**config.mk**
```make
export PLATFORM = sky130hd
export DESIGN_NAME = hash_message_block_padder
export DESIGN_NICKNAME = d
export VERILOG_FILES = /design/src/design/hmbp_pkg.sv /design/src/design/hmbp_ram.sv /design/src/design/hmbp_dpath.sv /design/src/design/hmbp_ctrl.sv /design/src/design/hash_message_block_padder.sv
export SDC_FILE = /design/constraint.sdc
export NUM_CORES = 2
export LEC_CHECK = 0
export BUFFER_PORTS_ARGS = -buffer_cell sky130_fd_sc_hd__buf_4
export CAP_MARGIN = 20
export CORE_MARGIN = 5
export CORE_UTILIZATION = 60
export CTS_BUF_LIST = sky130_fd_sc_hd__clkbuf_4
export CTS_CLUSTER_SIZE = 24
export DETAILED_ROUTE_END_ITERATION = 16
export GPL_TIMING_DRIVEN = 0
export HOLD_SLACK_MARGIN = 0.12
export PLACE_DENSITY = 0.73
export SYNTH_ARGS = -nofsm -noshare
export SYNTH_HDL_FRONTEND = slang
export SYNTH_SLANG_ARGS = --single-unit
```
**constraint.sdc**
```tcl
create_clock -name clk -period 10.3 [get_ports clk]
set_input_delay 2.06 -clock clk [delete_from_list [all_inputs] [get_ports clk]]
set_output_delay 2.06 -clock clk [all_outputs]
set_load 0.05 [all_outputs]
```
**src/design/hmbp_pkg.sv**
```systemverilog
`timescale 1ns / 1ps
// ----------------------------------------------------------------------------
// hmbp_pkg: shared types and constants of the hash message block padder.
// Request formats, the register map, controller commands and datapath status.
// ----------------------------------------------------------------------------
package hmbp_pkg;

  // Block geometry.
  localparam int unsigned MAX_BLOCK_BYTES   = 128;
  localparam int unsigned SMALL_BLOCK_BYTES = 64;
  localparam int unsigned LEN_BYTES_SMALL   = 8;
  localparam int unsigned LEN_BYTES_LARGE   = 16;

  // Field widths fixed by the interface.
  localparam int unsigned WORD_W        = 64;
  localparam int unsigned WORD_INDEX_W  = 4;
  localparam int unsigned COUNT_LOW_W   = 64;
  localparam int unsigned COUNT_HIGH_W  = 61;

  // Byte appended after the last message byte.
  localparam logic [7:0] PAD_BYTE = 8'h80;

  // Register port.
  localparam int unsigned PADDR_W   = 3;
  localparam int unsigned PDATA_W   = 32;
  localparam int unsigned REG_IDX_W = PADDR_W - 2;

  typedef enum logic [REG_IDX_W-1:0] {
    REG_BLOCK_SIZE_SEL = 1'b0
  } reg_idx_t;

  // Request operation codes.
  typedef enum logic {
    OP_DATA   = 1'b0,
    OP_FINISH = 1'b1
  } op_t;

  // Input request: one message byte or a finish command.
  typedef struct packed {
    op_t        op;
    logic [7:0] data_byte;
  } msg_t;

  // Output request: one 64-bit word of a block.
  typedef struct packed {
    logic [WORD_W-1:0]       block_word;
    logic [WORD_INDEX_W-1:0] word_index;
    logic                    first_block;
    logic                    final_block;
    logic                    last;
  } word_t;

  // Commands from the controller to the datapath.
  typedef struct packed {
    logic accept;    // input request taken this cycle
    logic load;      // capture the composed word into the output register
    logic advance;   // output word taken, step to the next word of the block
    logic next_blk;  // extra block done, start the final length block
    logic done;      // last word taken, close the block or the message
  } ctrl_cmd_t;

  // Status from the datapath to the controller.
  typedef struct packed {
    logic emit;        // the offered request causes block output
    logic last_word;   // current word is the last of its block
    logic extra_pend;  // a final length block still follows
  } dp_sts_t;

endpackage

```
**src/design/hmbp_ram.sv**
```systemverilog
`timescale 1ns / 1ps
// ----------------------------------------------------------------------------
// hmbp_ram: generic single-write, single-read RAM.
// One write port and one read port with registered read data.
// ----------------------------------------------------------------------------
module hmbp_ram #(
  parameter int unsigned WIDTH = 64,
  parameter int unsigned DEPTH = 16
) (
  input  logic                     clk,
  input  logic                     we,
  input  logic [$clog2(DEPTH)-1:0] waddr,
  input  logic [WIDTH-1:0]         wdata,
  input  logic [$clog2(DEPTH)-1:0] raddr,
  output logic [WIDTH-1:0]         rdata
);

  logic [WIDTH-1:0] mem [DEPTH];

  // Write port.
  always_ff @(posedge clk) begin
    if (we) begin
      mem[waddr] <= wdata;
    end
  end

  // Registered read port.
  always_ff @(posedge clk) begin
    rdata <= mem[raddr];
  end

endmodule

```
**src/design/hmbp_dpath.sv**
```systemverilog
`timescale 1ns / 1ps
// ----------------------------------------------------------------------------
// hmbp_dpath: datapath of the message block padder.
// Packs bytes into words in the block buffer, keeps the byte count, and
// composes output words with the pad byte, zero fill and bit length.
// ----------------------------------------------------------------------------
module hmbp_dpath #(
  parameter int unsigned MAX_BYTES = hmbp_pkg::MAX_BLOCK_BYTES
) (
  input  logic               clk,
  input  logic               rst,
  input  logic               sel,
  input  hmbp_pkg::msg_t     msg,
  input  hmbp_pkg::ctrl_cmd_t cmd,
  output hmbp_pkg::dp_sts_t  sts,
  output hmbp_pkg::word_t    word
);

  localparam int unsigned FILL_W = $clog2(MAX_BYTES);
  localparam int unsigned WORDS  = MAX_BYTES / 8;
  localparam int unsigned WA_W   = $clog2(WORDS);
  localparam int unsigned IDX_W  = hmbp_pkg::WORD_INDEX_W;
  localparam int unsigned CLO_W  = hmbp_pkg::COUNT_LOW_W;
  localparam int unsigned CHI_W  = hmbp_pkg::COUNT_HIGH_W;
  localparam int unsigned WW     = hmbp_pkg::WORD_W;

  localparam logic [FILL_W:0] BLK_LARGE = (FILL_W+1)'(MAX_BYTES);
  localparam logic [FILL_W:0] BLK_SMALL = (FILL_W+1)'(hmbp_pkg::SMALL_BLOCK_BYTES);
  localparam logic [FILL_W:0] LEN_LARGE = (FILL_W+1)'(hmbp_pkg::LEN_BYTES_LARGE);
  localparam logic [FILL_W:0] LEN_SMALL = (FILL_W+1)'(hmbp_pkg::LEN_BYTES_SMALL);

  // Message state.
  logic [FILL_W-1:0] fill;
  logic [CLO_W-1:0]  cnt_lo;
  logic [CHI_W-1:0]  cnt_hi;
  logic              started;
  logic [WW-1:0]     word_acc;

  // Block emission context.
  logic [WA_W-1:0]   wa;
  logic [FILL_W-1:0] ctx_dl;
  logic [7:0]        ctx_mark;
  logic              ctx_mark_en;
  logic              ctx_final;
  logic              ctx_finish;
  logic              extra_pend;

  logic [FILL_W:0]   blk_bytes;
  logic [FILL_W:0]   blk_m1;
  logic [FILL_W:0]   len_bytes;
  logic [FILL_W-1:0] last_idx;
  logic [FILL_W-1:0] fill_used;
  logic              completes;
  logic              needs_extra;
  logic              is_data;
  logic [WA_W-1:0]   last_wa;
  logic [WA_W-1:0]   hi_wa;
  logic [WW-1:0]     acc_merged;
  logic [WW-1:0]     composed;
  logic [WW-1:0]     rd_word;
  logic [WA_W-1:0]   raddr;
  logic              ram_we;
  logic [2*WW-1:0]   bit_len;

  // Block geometry for the selected size.
  assign blk_bytes = sel ? BLK_LARGE : BLK_SMALL;
  assign len_bytes = sel ? LEN_LARGE : LEN_SMALL;
  assign blk_m1    = blk_bytes - 1'b1;
  assign last_idx  = blk_m1[FILL_W-1:0];
  assign last_wa   = last_idx[FILL_W-1:3];
  assign hi_wa     = last_wa - 1'b1;

  // A fill left beyond the block by a size change lands on the last byte.
  assign fill_used   = ({1'b0, fill} >= blk_bytes) ? last_idx : fill;
  assign completes   = (fill_used == last_idx);
  assign needs_extra = ({1'b0, fill_used} >= (blk_bytes - len_bytes));
  assign is_data     = (msg.op == hmbp_pkg::OP_DATA);

  // Message bit length, byte count times eight.
  assign bit_len = {cnt_hi, cnt_lo, 3'b000};

  // Status toward the controller.
  assign sts.emit       = !is_data || completes;
  assign sts.last_word  = (wa == last_wa);
  assign sts.extra_pend = extra_pend;

  // Insert the new byte into its lane of the partial word.
  always_comb begin
    acc_merged = word_acc;
    for (int k = 0; k < 8; k++) begin
      if (fill[2:0] == k[2:0]) begin
        acc_merged[8*(7-k) +: 8] = msg.data_byte;
      end
    end
  end

  // A byte that completes the block is not stored; the composer supplies it.
  assign ram_we = cmd.accept && is_data && !completes;
  assign raddr  = cmd.advance ? (wa + 1'b1) : '0;

  hmbp_ram #(
    .WIDTH (WW),
    .DEPTH (WORDS)
  ) u_buf (
    .clk   (clk),
    .we    (ram_we),
    .waddr (fill[FILL_W-1:3]),
    .wdata (acc_merged),
    .raddr (raddr),
    .rdata (rd_word)
  );

  // Compose one output word: stored bytes, marker byte, zeros, then length.
  always_comb begin
    logic [FILL_W-1:0] pos;
    composed = '0;
    pos      = '0;
    for (int k = 0; k < 8; k++) begin
      pos = {wa, k[2:0]};
      if (pos < ctx_dl) begin
        composed[8*(7-k) +: 8] = rd_word[8*(7-k) +: 8];
      end else if (ctx_mark_en && (pos == ctx_dl)) begin
        composed[8*(7-k) +: 8] = ctx_mark;
      end
    end
    if (ctx_final && (wa == last_wa)) begin
      composed = bit_len[WW-1:0];
    end else if (ctx_final && sel && (wa == hi_wa)) begin
      composed = bit_len[2*WW-1:WW];
    end
  end

  // Message state and emission context.
  always_ff @(posedge clk) begin
    if (rst) begin
      fill        <= '0;
      cnt_lo      <= '0;
      cnt_hi      <= '0;
      started     <= 1'b0;
      wa          <= '0;
      extra_pend  <= 1'b0;
      ctx_final   <= 1'b0;
      ctx_finish  <= 1'b0;
      ctx_mark_en <= 1'b0;
    end else begin
      if (cmd.accept) begin
        if (is_data) begin
          cnt_lo <= cnt_lo + 1'b1;
          if (&cnt_lo) begin
            cnt_hi <= cnt_hi + 1'b1;
          end
          if (!completes) begin
            fill <= fill + 1'b1;
          end
        end
        if (sts.emit) begin
          wa          <= '0;
          ctx_mark_en <= 1'b1;
          ctx_finish  <= !is_data;
          extra_pend  <= !is_data && needs_extra;
          ctx_final   <= !is_data && !needs_extra;
        end
      end
      if (cmd.advance) begin
        wa <= wa + 1'b1;
      end
      // The extra block is out; the next one holds only zeros and length.
      if (cmd.next_blk) begin
        wa          <= '0;
        ctx_mark_en <= 1'b0;
        ctx_final   <= 1'b1;
        extra_pend  <= 1'b0;
        started     <= 1'b1;
      end
      if (cmd.done) begin
        fill <= '0;
        if (ctx_finish) begin
          cnt_lo  <= '0;
          cnt_hi  <= '0;
          started <= 1'b0;
        end else begin
          started <= 1'b1;
        end
      end
    end
  end

  // Partial word, marker and data limit need no reset.
  always_ff @(posedge clk) begin
    if (ram_we) begin
      word_acc <= acc_merged;
    end
    if (cmd.accept && sts.emit) begin
      ctx_dl   <= fill_used;
      ctx_mark <= is_data ? msg.data_byte : hmbp_pkg::PAD_BYTE;
    end
    if (cmd.next_blk) begin
      ctx_dl <= '0;
    end
  end

  // Output register.
  always_ff @(posedge clk) begin
    if (cmd.load) begin
      word.block_word  <= composed;
      word.word_index  <= IDX_W'(wa);
      word.first_block <= !started;
      word.final_block <= ctx_final;
      word.last        <= sts.last_word && !extra_pend;
    end
  end

endmodule

```
**src/design/hmbp_ctrl.sv**
```systemverilog
`timescale 1ns / 1ps
// ----------------------------------------------------------------------------
// hmbp_ctrl: controller of the message block padder.
// Takes requests while idle and steps the datapath through block output.
// ----------------------------------------------------------------------------
module hmbp_ctrl (
  input  logic                clk,
  input  logic                rst,
  input  logic                msg_valid,
  output logic                msg_ready,
  output logic                word_valid,
  input  logic                word_ready,
  input  hmbp_pkg::dp_sts_t   sts,
  output hmbp_pkg::ctrl_cmd_t cmd
);

  typedef enum logic [2:0] {
    S_IDLE = 3'b001,
    S_LOAD = 3'b010,
    S_WAIT = 3'b100
  } state_t;

  state_t state;
  state_t state_next;

  assign msg_ready  = (state == S_IDLE);
  assign word_valid = (state == S_WAIT);

  // Next state and commands.
  always_comb begin
    state_next = state;
    cmd        = '0;
    case (state)
      S_IDLE: begin
        cmd.accept = msg_valid;
        if (msg_valid && sts.emit) begin
          state_next = S_LOAD;
        end
      end
      S_LOAD: begin
        cmd.load   = 1'b1;
        state_next = S_WAIT;
      end
      S_WAIT: begin
        if (word_ready) begin
          if (!sts.last_word) begin
            cmd.advance = 1'b1;
            state_next  = S_LOAD;
          end else if (sts.extra_pend) begin
            cmd.next_blk = 1'b1;
            state_next   = S_LOAD;
          end else begin
            cmd.done   = 1'b1;
            state_next = S_IDLE;
          end
        end
      end
      default: begin
        state_next = S_IDLE;
      end
    endcase
  end

  // State register.
  always_ff @(posedge clk) begin
    if (rst) begin
      state <= S_IDLE;
    end else begin
      state <= state_next;
    end
  end

  // One request at a time: no input is taken while a word is offered.
  a_no_overlap: assert property (@(posedge clk) disable iff (rst)
    msg_ready |-> !word_valid)
    else $error("input taken while an output word is pending");

  // A request that causes output offers its first word once the load state has passed.
  a_first_word: assert property (@(posedge clk) disable iff (rst)
    (msg_valid && msg_ready && sts.emit) |=> ##1 word_valid)
    else $error("first output word not offered on time");

  // Taking the last word of the last block returns the controller to idle.
  a_back_idle: assert property (@(posedge clk) disable iff (rst)
    (word_valid && word_ready && sts.last_word && !sts.extra_pend) |=> msg_ready)
    else $error("controller did not return to idle after the last word");

endmodule

```
**src/design/hash_message_block_padder.sv**
```systemverilog
`timescale 1ns / 1ps
// ----------------------------------------------------------------------------
// hash_message_block_padder: SHA-2 style message padding front end.
// Collects message bytes into blocks and emits padded 64-bit block words.
// ----------------------------------------------------------------------------
// Usage:
//   The msg channel carries one request per byte (op = data) or a finish
//   request. A data byte that does not fill the block is taken and the
//   block stays ready. A byte that fills the block, or a finish, starts
//   block output on the word channel: 8 words for a 64-byte block, 16 for
//   a 128-byte block, twice that when the length needs an extra block.
//   Each word, the first one included, is read from the block buffer with
//   a registered read and then composed in the output register before it
//   is offered; the next word is read only once the previous one is taken.
//   No new request is taken until the last word (last = 1) is taken, so a
//   stalled receiver holds the whole block. The block size is to be set
//   through the register port only while idle; the block itself does not
//   enforce it. Reset clears the fill count, byte count, first-block flag
//   and block size; buffer contents are left as they are and are never
//   read before being written.
// ----------------------------------------------------------------------------
module hash_message_block_padder #(
  parameter int unsigned MAX_BLOCK_BYTES = hmbp_pkg::MAX_BLOCK_BYTES
) (
  input  logic                         clk,
  input  logic                         rst,
  input  logic                         msg_valid,
  output logic                         msg_ready,
  input  hmbp_pkg::msg_t               msg,
  output logic                         word_valid,
  input  logic                         word_ready,
  output hmbp_pkg::word_t              word,
  input  logic                         psel,
  input  logic                         penable,
  input  logic                         pwrite,
  input  logic [hmbp_pkg::PADDR_W-1:0] paddr,
  input  logic [hmbp_pkg::PDATA_W-1:0] pwdata,
  output logic [hmbp_pkg::PDATA_W-1:0] prdata,
  output logic                         pready
);

  logic                block_size_sel;
  logic                reg_hit;
  hmbp_pkg::ctrl_cmd_t cmd;
  hmbp_pkg::dp_sts_t   sts;

  // Register decode.
  assign pready  = 1'b1;
  assign reg_hit = (paddr[hmbp_pkg::PADDR_W-1:2] == hmbp_pkg::REG_BLOCK_SIZE_SEL);

  always_ff @(posedge clk) begin
    if (rst) begin
      block_size_sel <= 1'b0;
    end else if (psel && penable && pwrite && reg_hit) begin
      block_size_sel <= pwdata[0];
    end
  end

  // Register read back.
  always_comb begin
    prdata = '0;
    if (reg_hit) begin
      prdata[0] = block_size_sel;
    end
  end

  hmbp_ctrl u_ctrl (
    .clk        (clk),
    .rst        (rst),
    .msg_valid  (msg_valid),
    .msg_ready  (msg_ready),
    .word_valid (word_valid),
    .word_ready (word_ready),
    .sts        (sts),
    .cmd        (cmd)
  );

  hmbp_dpath #(
    .MAX_BYTES (MAX_BLOCK_BYTES)
  ) u_dpath (
    .clk  (clk),
    .rst  (rst),
    .sel  (block_size_sel),
    .msg  (msg),
    .cmd  (cmd),
    .sts  (sts),
    .word (word)
  );

endmodule
```
Word-level counts from Yosys, hierarchy flattened:

Memory sizes are Yosys's and may differ from the RTL's. A register that Yosys moved wholly into a read port is not among the register bits.
Index checks and enable logic that the tools add are counted.

* add/sub/neg operators: 7
* multiply operators: 0
* div/mod/pow operators: 0
* $lt $le $gt $ge: 10
* equality and inequality tests: 23
* shift-type cells: 0
* multiplexer cells: 64
* bitwise gates (word level): 3
* reduce and logical (&&, ||, !) cells: 40

Operator list (number)
* $mux W64: 6
* $mux W61: 5
* $mux W8: 25
* $add A64 B1 Y64 const B: 1
* $reduce_and A64 Y1: 1
* $eq A7 B7 Y1: 9
* $add A61 B1 Y61 const B: 1
* $lt A7 B7 Y1: 8
* $logic_and A1 B1 Y1: 21
* $ge A7 B8 Y1: 2
* $mux W4: 4
* $eq A3 B3 Y1 const B: 5
* $mux W3: 5
* $mux W1: 14
* $reduce_bool A2 Y1: 5
* $eq A3 B2 Y1 const B: 3
* $pmux W3 S3: 1
* $eq A4 B4 Y1: 2
* $reduce_and A2 Y1: 4
* $sub A8 B5 Y8: 1
* $add A7 B1 Y7 const B: 1
* $mux W7: 1
* $sub A7 B1 Y7 const B: 1
* $eq A3 B1 Y1 const B: 2
* other kinds (11): 19

* register bits: 295
* bits in latches: 0
* bits in writable memories: 1024
* ROM bits: 0
* bits of input ports: 51
* logic and storage cells: 168
* memories: 1

Memories
* u_dpath.u_buf.mem: depth 16, width 64, read ports 1, clocked after Yosys merged registers in 1, wr ports 1, line hmbp_ram.sv:18 `logic [WIDTH-1:0] mem [DEPTH];`

Logic depth before layout (Yosys ltp):

* word-level depth: 9
* depth in mapped cells: 11
* mapped depth without buffers: 8

Cells and area by module:

From an unflattened synthesis, not the netlist that was laid out.

* cells, all modules: 3186
* area total of the unflattened synthesis: 54504.8 um^2

Modules (own cells, without submodules)
* hmbp_ram: instances 1, cells an instance 1647, area an instance 39581.7 um^2
* hmbp_dpath: instances 1, cells an instance 1475, area an instance 14406.3 um^2
* hash_message_block_padder: instances 1, cells an instance 40, area an instance 309.0 um^2
* hmbp_ctrl: instances 1, cells an instance 24, area an instance 207.7 um^2

Worst setup path after synthesis:

No wires, ideal clock.

* path kind: input port to flip-flop
* start point: input port msg_valid
* end point: memory u_dpath.u_buf.mem[12][0] (enable)
* setup time: 0.644 ns
* data arrival time: 9.039 ns
* slack: 0.617 ns
* stages: 5
* buffers on the path: 1
* path through: nor2b_1 -> nand2_1 -> a21o_1 -> clkbuf_1 -> nor4_1

* longest elaborated chain between the ends: 5

RTL lines
* start: declaration: line hash_message_block_padder.sv:27 `input logic msg_valid,`
* $mux W1: line hmbp_ctrl.sv:33 `case (state)`
* $logic_and A1 B1 Y1 (2 in series): line hmbp_dpath.sv:98 `assign ram_we = cmd.accept && is_data && !completes;`
* $mux W1: line hmbp_ram.sv:22 `if (we) begin`
* $mux W1 (not written as such): line hmbp_ram.sv:23 `mem[waddr] <= wdata;`
* end: declaration: line hmbp_ram.sv:18

Every way passes these cells.

Worst setup path after layout:

* start point: input port word_ready
* end point: register u_dpath.u_buf.rdata[46], read port of u_dpath.u_buf.mem

* longest elaborated chain between the ends: 3

RTL lines
* start: declaration: line hash_message_block_padder.sv:31 `input logic word_ready,`
* $mux W3: line hmbp_ctrl.sv:45 `if (word_ready) begin`
* $mux W3: line hmbp_ctrl.sv:33
* $mux W4: line hmbp_dpath.sv:99 `assign raddr = cmd.advance ? (wa + 1'b1) : '0;`
* end: declaration: line hmbp_ram.sv:15 `output logic [WIDTH-1:0] rdata`

Every way passes these cells.
A chain may end at the register's enable or synchronous reset.

==> metrics.csv <==
metric,value,unit
status,finished clean,
fin_setup_tns,0,ns
synth_enable_flop_cells,1167,
fin_worst_skew,0.111,ns
yosys.cell_count.top_type,edfxtp_1,
p_leak,21.4,nW
critical-path-max-stage-delay,0.90,ns
numClockSinks,1383,
wl_per_cell,28.7,um
area_growth,14.3,%
post_synth_num_cell_types,72,
post-route-min-period,5.38,ns
async_reset_ff_share,0,%
finish.net_count,4624,
worstPathRequired,11.19,ns
grt_pass1_vias,39232,
rows,112,
clk_transition_reported_paths,0.07,ns
crit-reg2reg-launch,u_ctrl.state[0]$_SDFFE_PP1P_,
remaining_drc_errors,0,
critPathTopFamily,buffers and inverters,
timing.critical_path.to_type,register,
critical-path-slowest-cell,clkbuf_1,
die_x,318,um
layout.filler_cells,6610,
netlist.top_cell.by_area,edfxtp_1,
design.portCount,157,
post_synth.cell_area_avg,14.3,sq um
placeableCoreArea,93600,sq um
net-switching-power,0.00275,W
worst_setup_path_start_kind,input pin,
power.density_cell_area,178,nW/um^2
design_power_total,0.0116,W
p_seq_share,54.9,%
totalWireLength,174000,um
crit_top_cell,clkbuf_1,
hold_path_end,u_dpath.cnt_hi[48]$_SDFF_PP0_,
cts.hold.buffers_added,0,
maxClockFrequency,186,MHz
cell_internal_power,0.00881,W
drt-vias-per-instance,6.59,
crit_fanout,10,
netlist_area_pre_place,56700,sq um
r2r_depth,13,
port-buffer-count,90,
worstSetupPathType,input pin to register,
synth.yosys.seq_area_share,69.4,%
drive_above_1_share,21.2,%
timing.critical_path.arrival,6.27,ns
clk-insertion-delay-late,1.23,ns
worst_r2r_end,u_dpath.u_buf.mem[7][58]$_DFFE_PP_,
grt_setup_unrepaired,false,
drt_pass1_iterations,8,
netlist_top_cells_count,"edfxtp_1, nand2_1, clkbuf_1, mux2i_1, dfxtp_1",
cts_resized,0,
die-area,101000,sq um
setup_viol,0,
worst_slew_margin_rel,16.0,%
cts_tree,built,
ff_to_ff_setup_slack,5.41,ns
synth_top_area_share,61.8,%
synth.ff_latch_count,1383,
worstPathCellList,buf_4 > nor4bb_1 > clkbuf_1 > clkbuf_1 > clkbuf_1 > o21ai_2 > clkbuf_1 > a22oi_1 > o211ai_1,
synthTopCellsByArea,"edfxtp_1, dfxtp_1, mux2i_1, mux2_2, a221o_1",
hold_depth,2,
share_clk_of_total_power,38.7,%
critPathBufInv,5,
gp_routability_congestion,0.993,
dieHeight,318,um
grt.overflow.total,0,
cts.path.max_buffers,4,
report.final.hold_viol_count,0,
switching_share,23.8,%
vdd_ir_drop_max,0.158,mV
grt_first_pass_wirelength,252000,um
final-max-slew-violation-count,0,
via_count,39912,
numCtsBuffers,355,
combPwrFrac,6.4,%
cap_viol_max_count,0,
drt_first_iter_violations,6012,
number_of_antenna_violations_at_the_first_check_in_global_routing,8,
cts-root-buf,clkbuf_4,
synthCells,3967,
hold_startpoint,u_dpath.cnt_hi[48]$_SDFF_PP0_,
floorplan.initialDensity,60.6,%
whs,0.483,ns
ys.flop_type,edfxtp_1,
clock_tree.htree_level_count,5,
post_dp_hpwl,121000,um
grt_start_max_net_pins,71,
kind_of_path_behind_the_tightest_hold_check,register to register,
yosysWarnings,0,
postcts_setup_bufs,0,
final_antenna_net_count,0,
layout_worst_path_cycle_share,52.3,%
worst_pin_slew,1.26,ns
grt_usage,33.6,%
-- power groups by stage --
stage	Clock [W]	Combinational, W	Sequential (W)
CTS	0.00452	0.000720	0.00634
finish	0.00448	0.000741	0.00635
global route	0.00485	0.000780	0.00635
detailed placement	0	0.000718	0.00646
floorplan	0	0.000402	0.00649
global placement	0	0.000687	0.00647
-- registers in the layout (all words and copies together), names as in the netlist, 4 cells and up --
register,cells
u_dpath.u_buf.rdata,64
u_dpath.fill,7
u_dpath.cnt_lo,64
u_dpath.word,71
u_dpath.u_buf.mem,1024
u_dpath.ctx_mark,8
u_dpath.ctx_dl,7
u_dpath.wa,4
u_dpath.cnt_hi,61
u_dpath.word_acc,64
-- cell usage in the layout (no fill, tap or decap), types with 70 or more instances in the layout --
| cell type | n |
|---|---|
| nor3_1 | 119 |
| clkbuf_1 | 232 |
| mux2i_1 | 226 |
| dfxtp_1 | 216 |
| o31ai_1 | 105 |
| and3_1 | 81 |
| clkbuf_4 | 507 |
| a21oi_1 | 101 |
| buf_4 | 144 |
| a221oi_1 | 76 |
| nand4_1 | 70 |
| nand3_1 | 80 |
| edfxtp_1 | 1167 |
| a211oi_1 | 77 |
| nor2_1 | 180 |
| mux2_2 | 130 |
| nand2_1 | 239 |
| a221o_1 | 106 |
-- cell type report --
type / count / area [sq um] / area share, %
Multi-Input combinational cell: 2257 / 16100 / 24.9
Antenna cell: 6 / 15.0 / 0.0231
Tap cell: 1254 / 1570 / 2.42
Sequential cell: 1383 / 39400 / 60.7
Clock buffer: 507 / 3810 / 5.87
Buffer: 320 / 1360 / 2.09
Timing Repair Buffer: 203 / 2040 / 3.14
Inverter: 37 / 144 / 0.222
Clock inverter: 89 / 444 / 0.685
-- kinds of logic after synthesis --
family                   after synthesis  synth area share [%]
other                                  2                0.0132
multiplexers                         356                  6.57
adder cells (fa/ha/maj)               17                 0.370
XOR/XNOR                              33                 0.509
flip-flops                          1383                  69.4
AND/OR/NAND/NOR                      991                  8.86
AO/OA/AOI/OAI                        828                  11.7
buffers and inverters                357                  2.63
-- how the worst max path moves through the flow --
stage / start / to / slack (ns) / depth (start not counted)
floorplan: msg_valid / u_dpath.u_buf.mem[12][0]$_DFFE_PP_ / 0.62 / 5
global placement: msg_valid / u_dpath.u_buf.mem[7][61]$_DFFE_PP_ / -5.33 / 8
detailed placement: word_ready / u_dpath.u_buf.rdata[46]$_DFF_P_ / 4.04 / 9
CTS: u_ctrl.state[0]$_SDFFE_PP1P_ / msg_ready / 5.03 / 5
global route: u_ctrl.state[0]$_SDFFE_PP1P_ / msg_ready / 4.91 / 5
finish: word_ready / u_dpath.u_buf.rdata[46]$_DFF_P_ / 4.92 / 9
-- per-layer routing --
metal,share of wire [%],up-vias,global-route usage [%]
met5,0.0075,-,0
met4,6.8,2,21.1
met3,12,614,10.1
met2,45,2766,51.1
met1,36,19327,42.5
li1,-,17203,-
-- per-stage QoR --
step                utilization (%)  cells  area (sq um)  setup WS (ns)
global placement               63.1   5341         59100          -5.33
detailed placement             64.7   5452         60600           4.04
floorplan                         -   3997         56900          0.617
finish                         69.3   6056         64900           4.92
global route                   69.3   6055         64900           4.91
CTS                            69.3   6048         64800           5.03
-- worst reg2reg max path, stage by stage (launching register included) --
cell      delay (ns)
dfxtp_1         0.41
or3b_1          0.36
buf_2           0.24
clkinv_1        0.23
nand2_1         0.24
a21o_1          0.25
clkbuf_1        0.31
clkinv_4        0.69
nand3_1         0.43
nor3b_2         0.65
buf_6           0.24
buf_6           0.20
buf_6           0.19
buf_6           0.17
No activity file was read; power rests on OpenSTA's default activity.
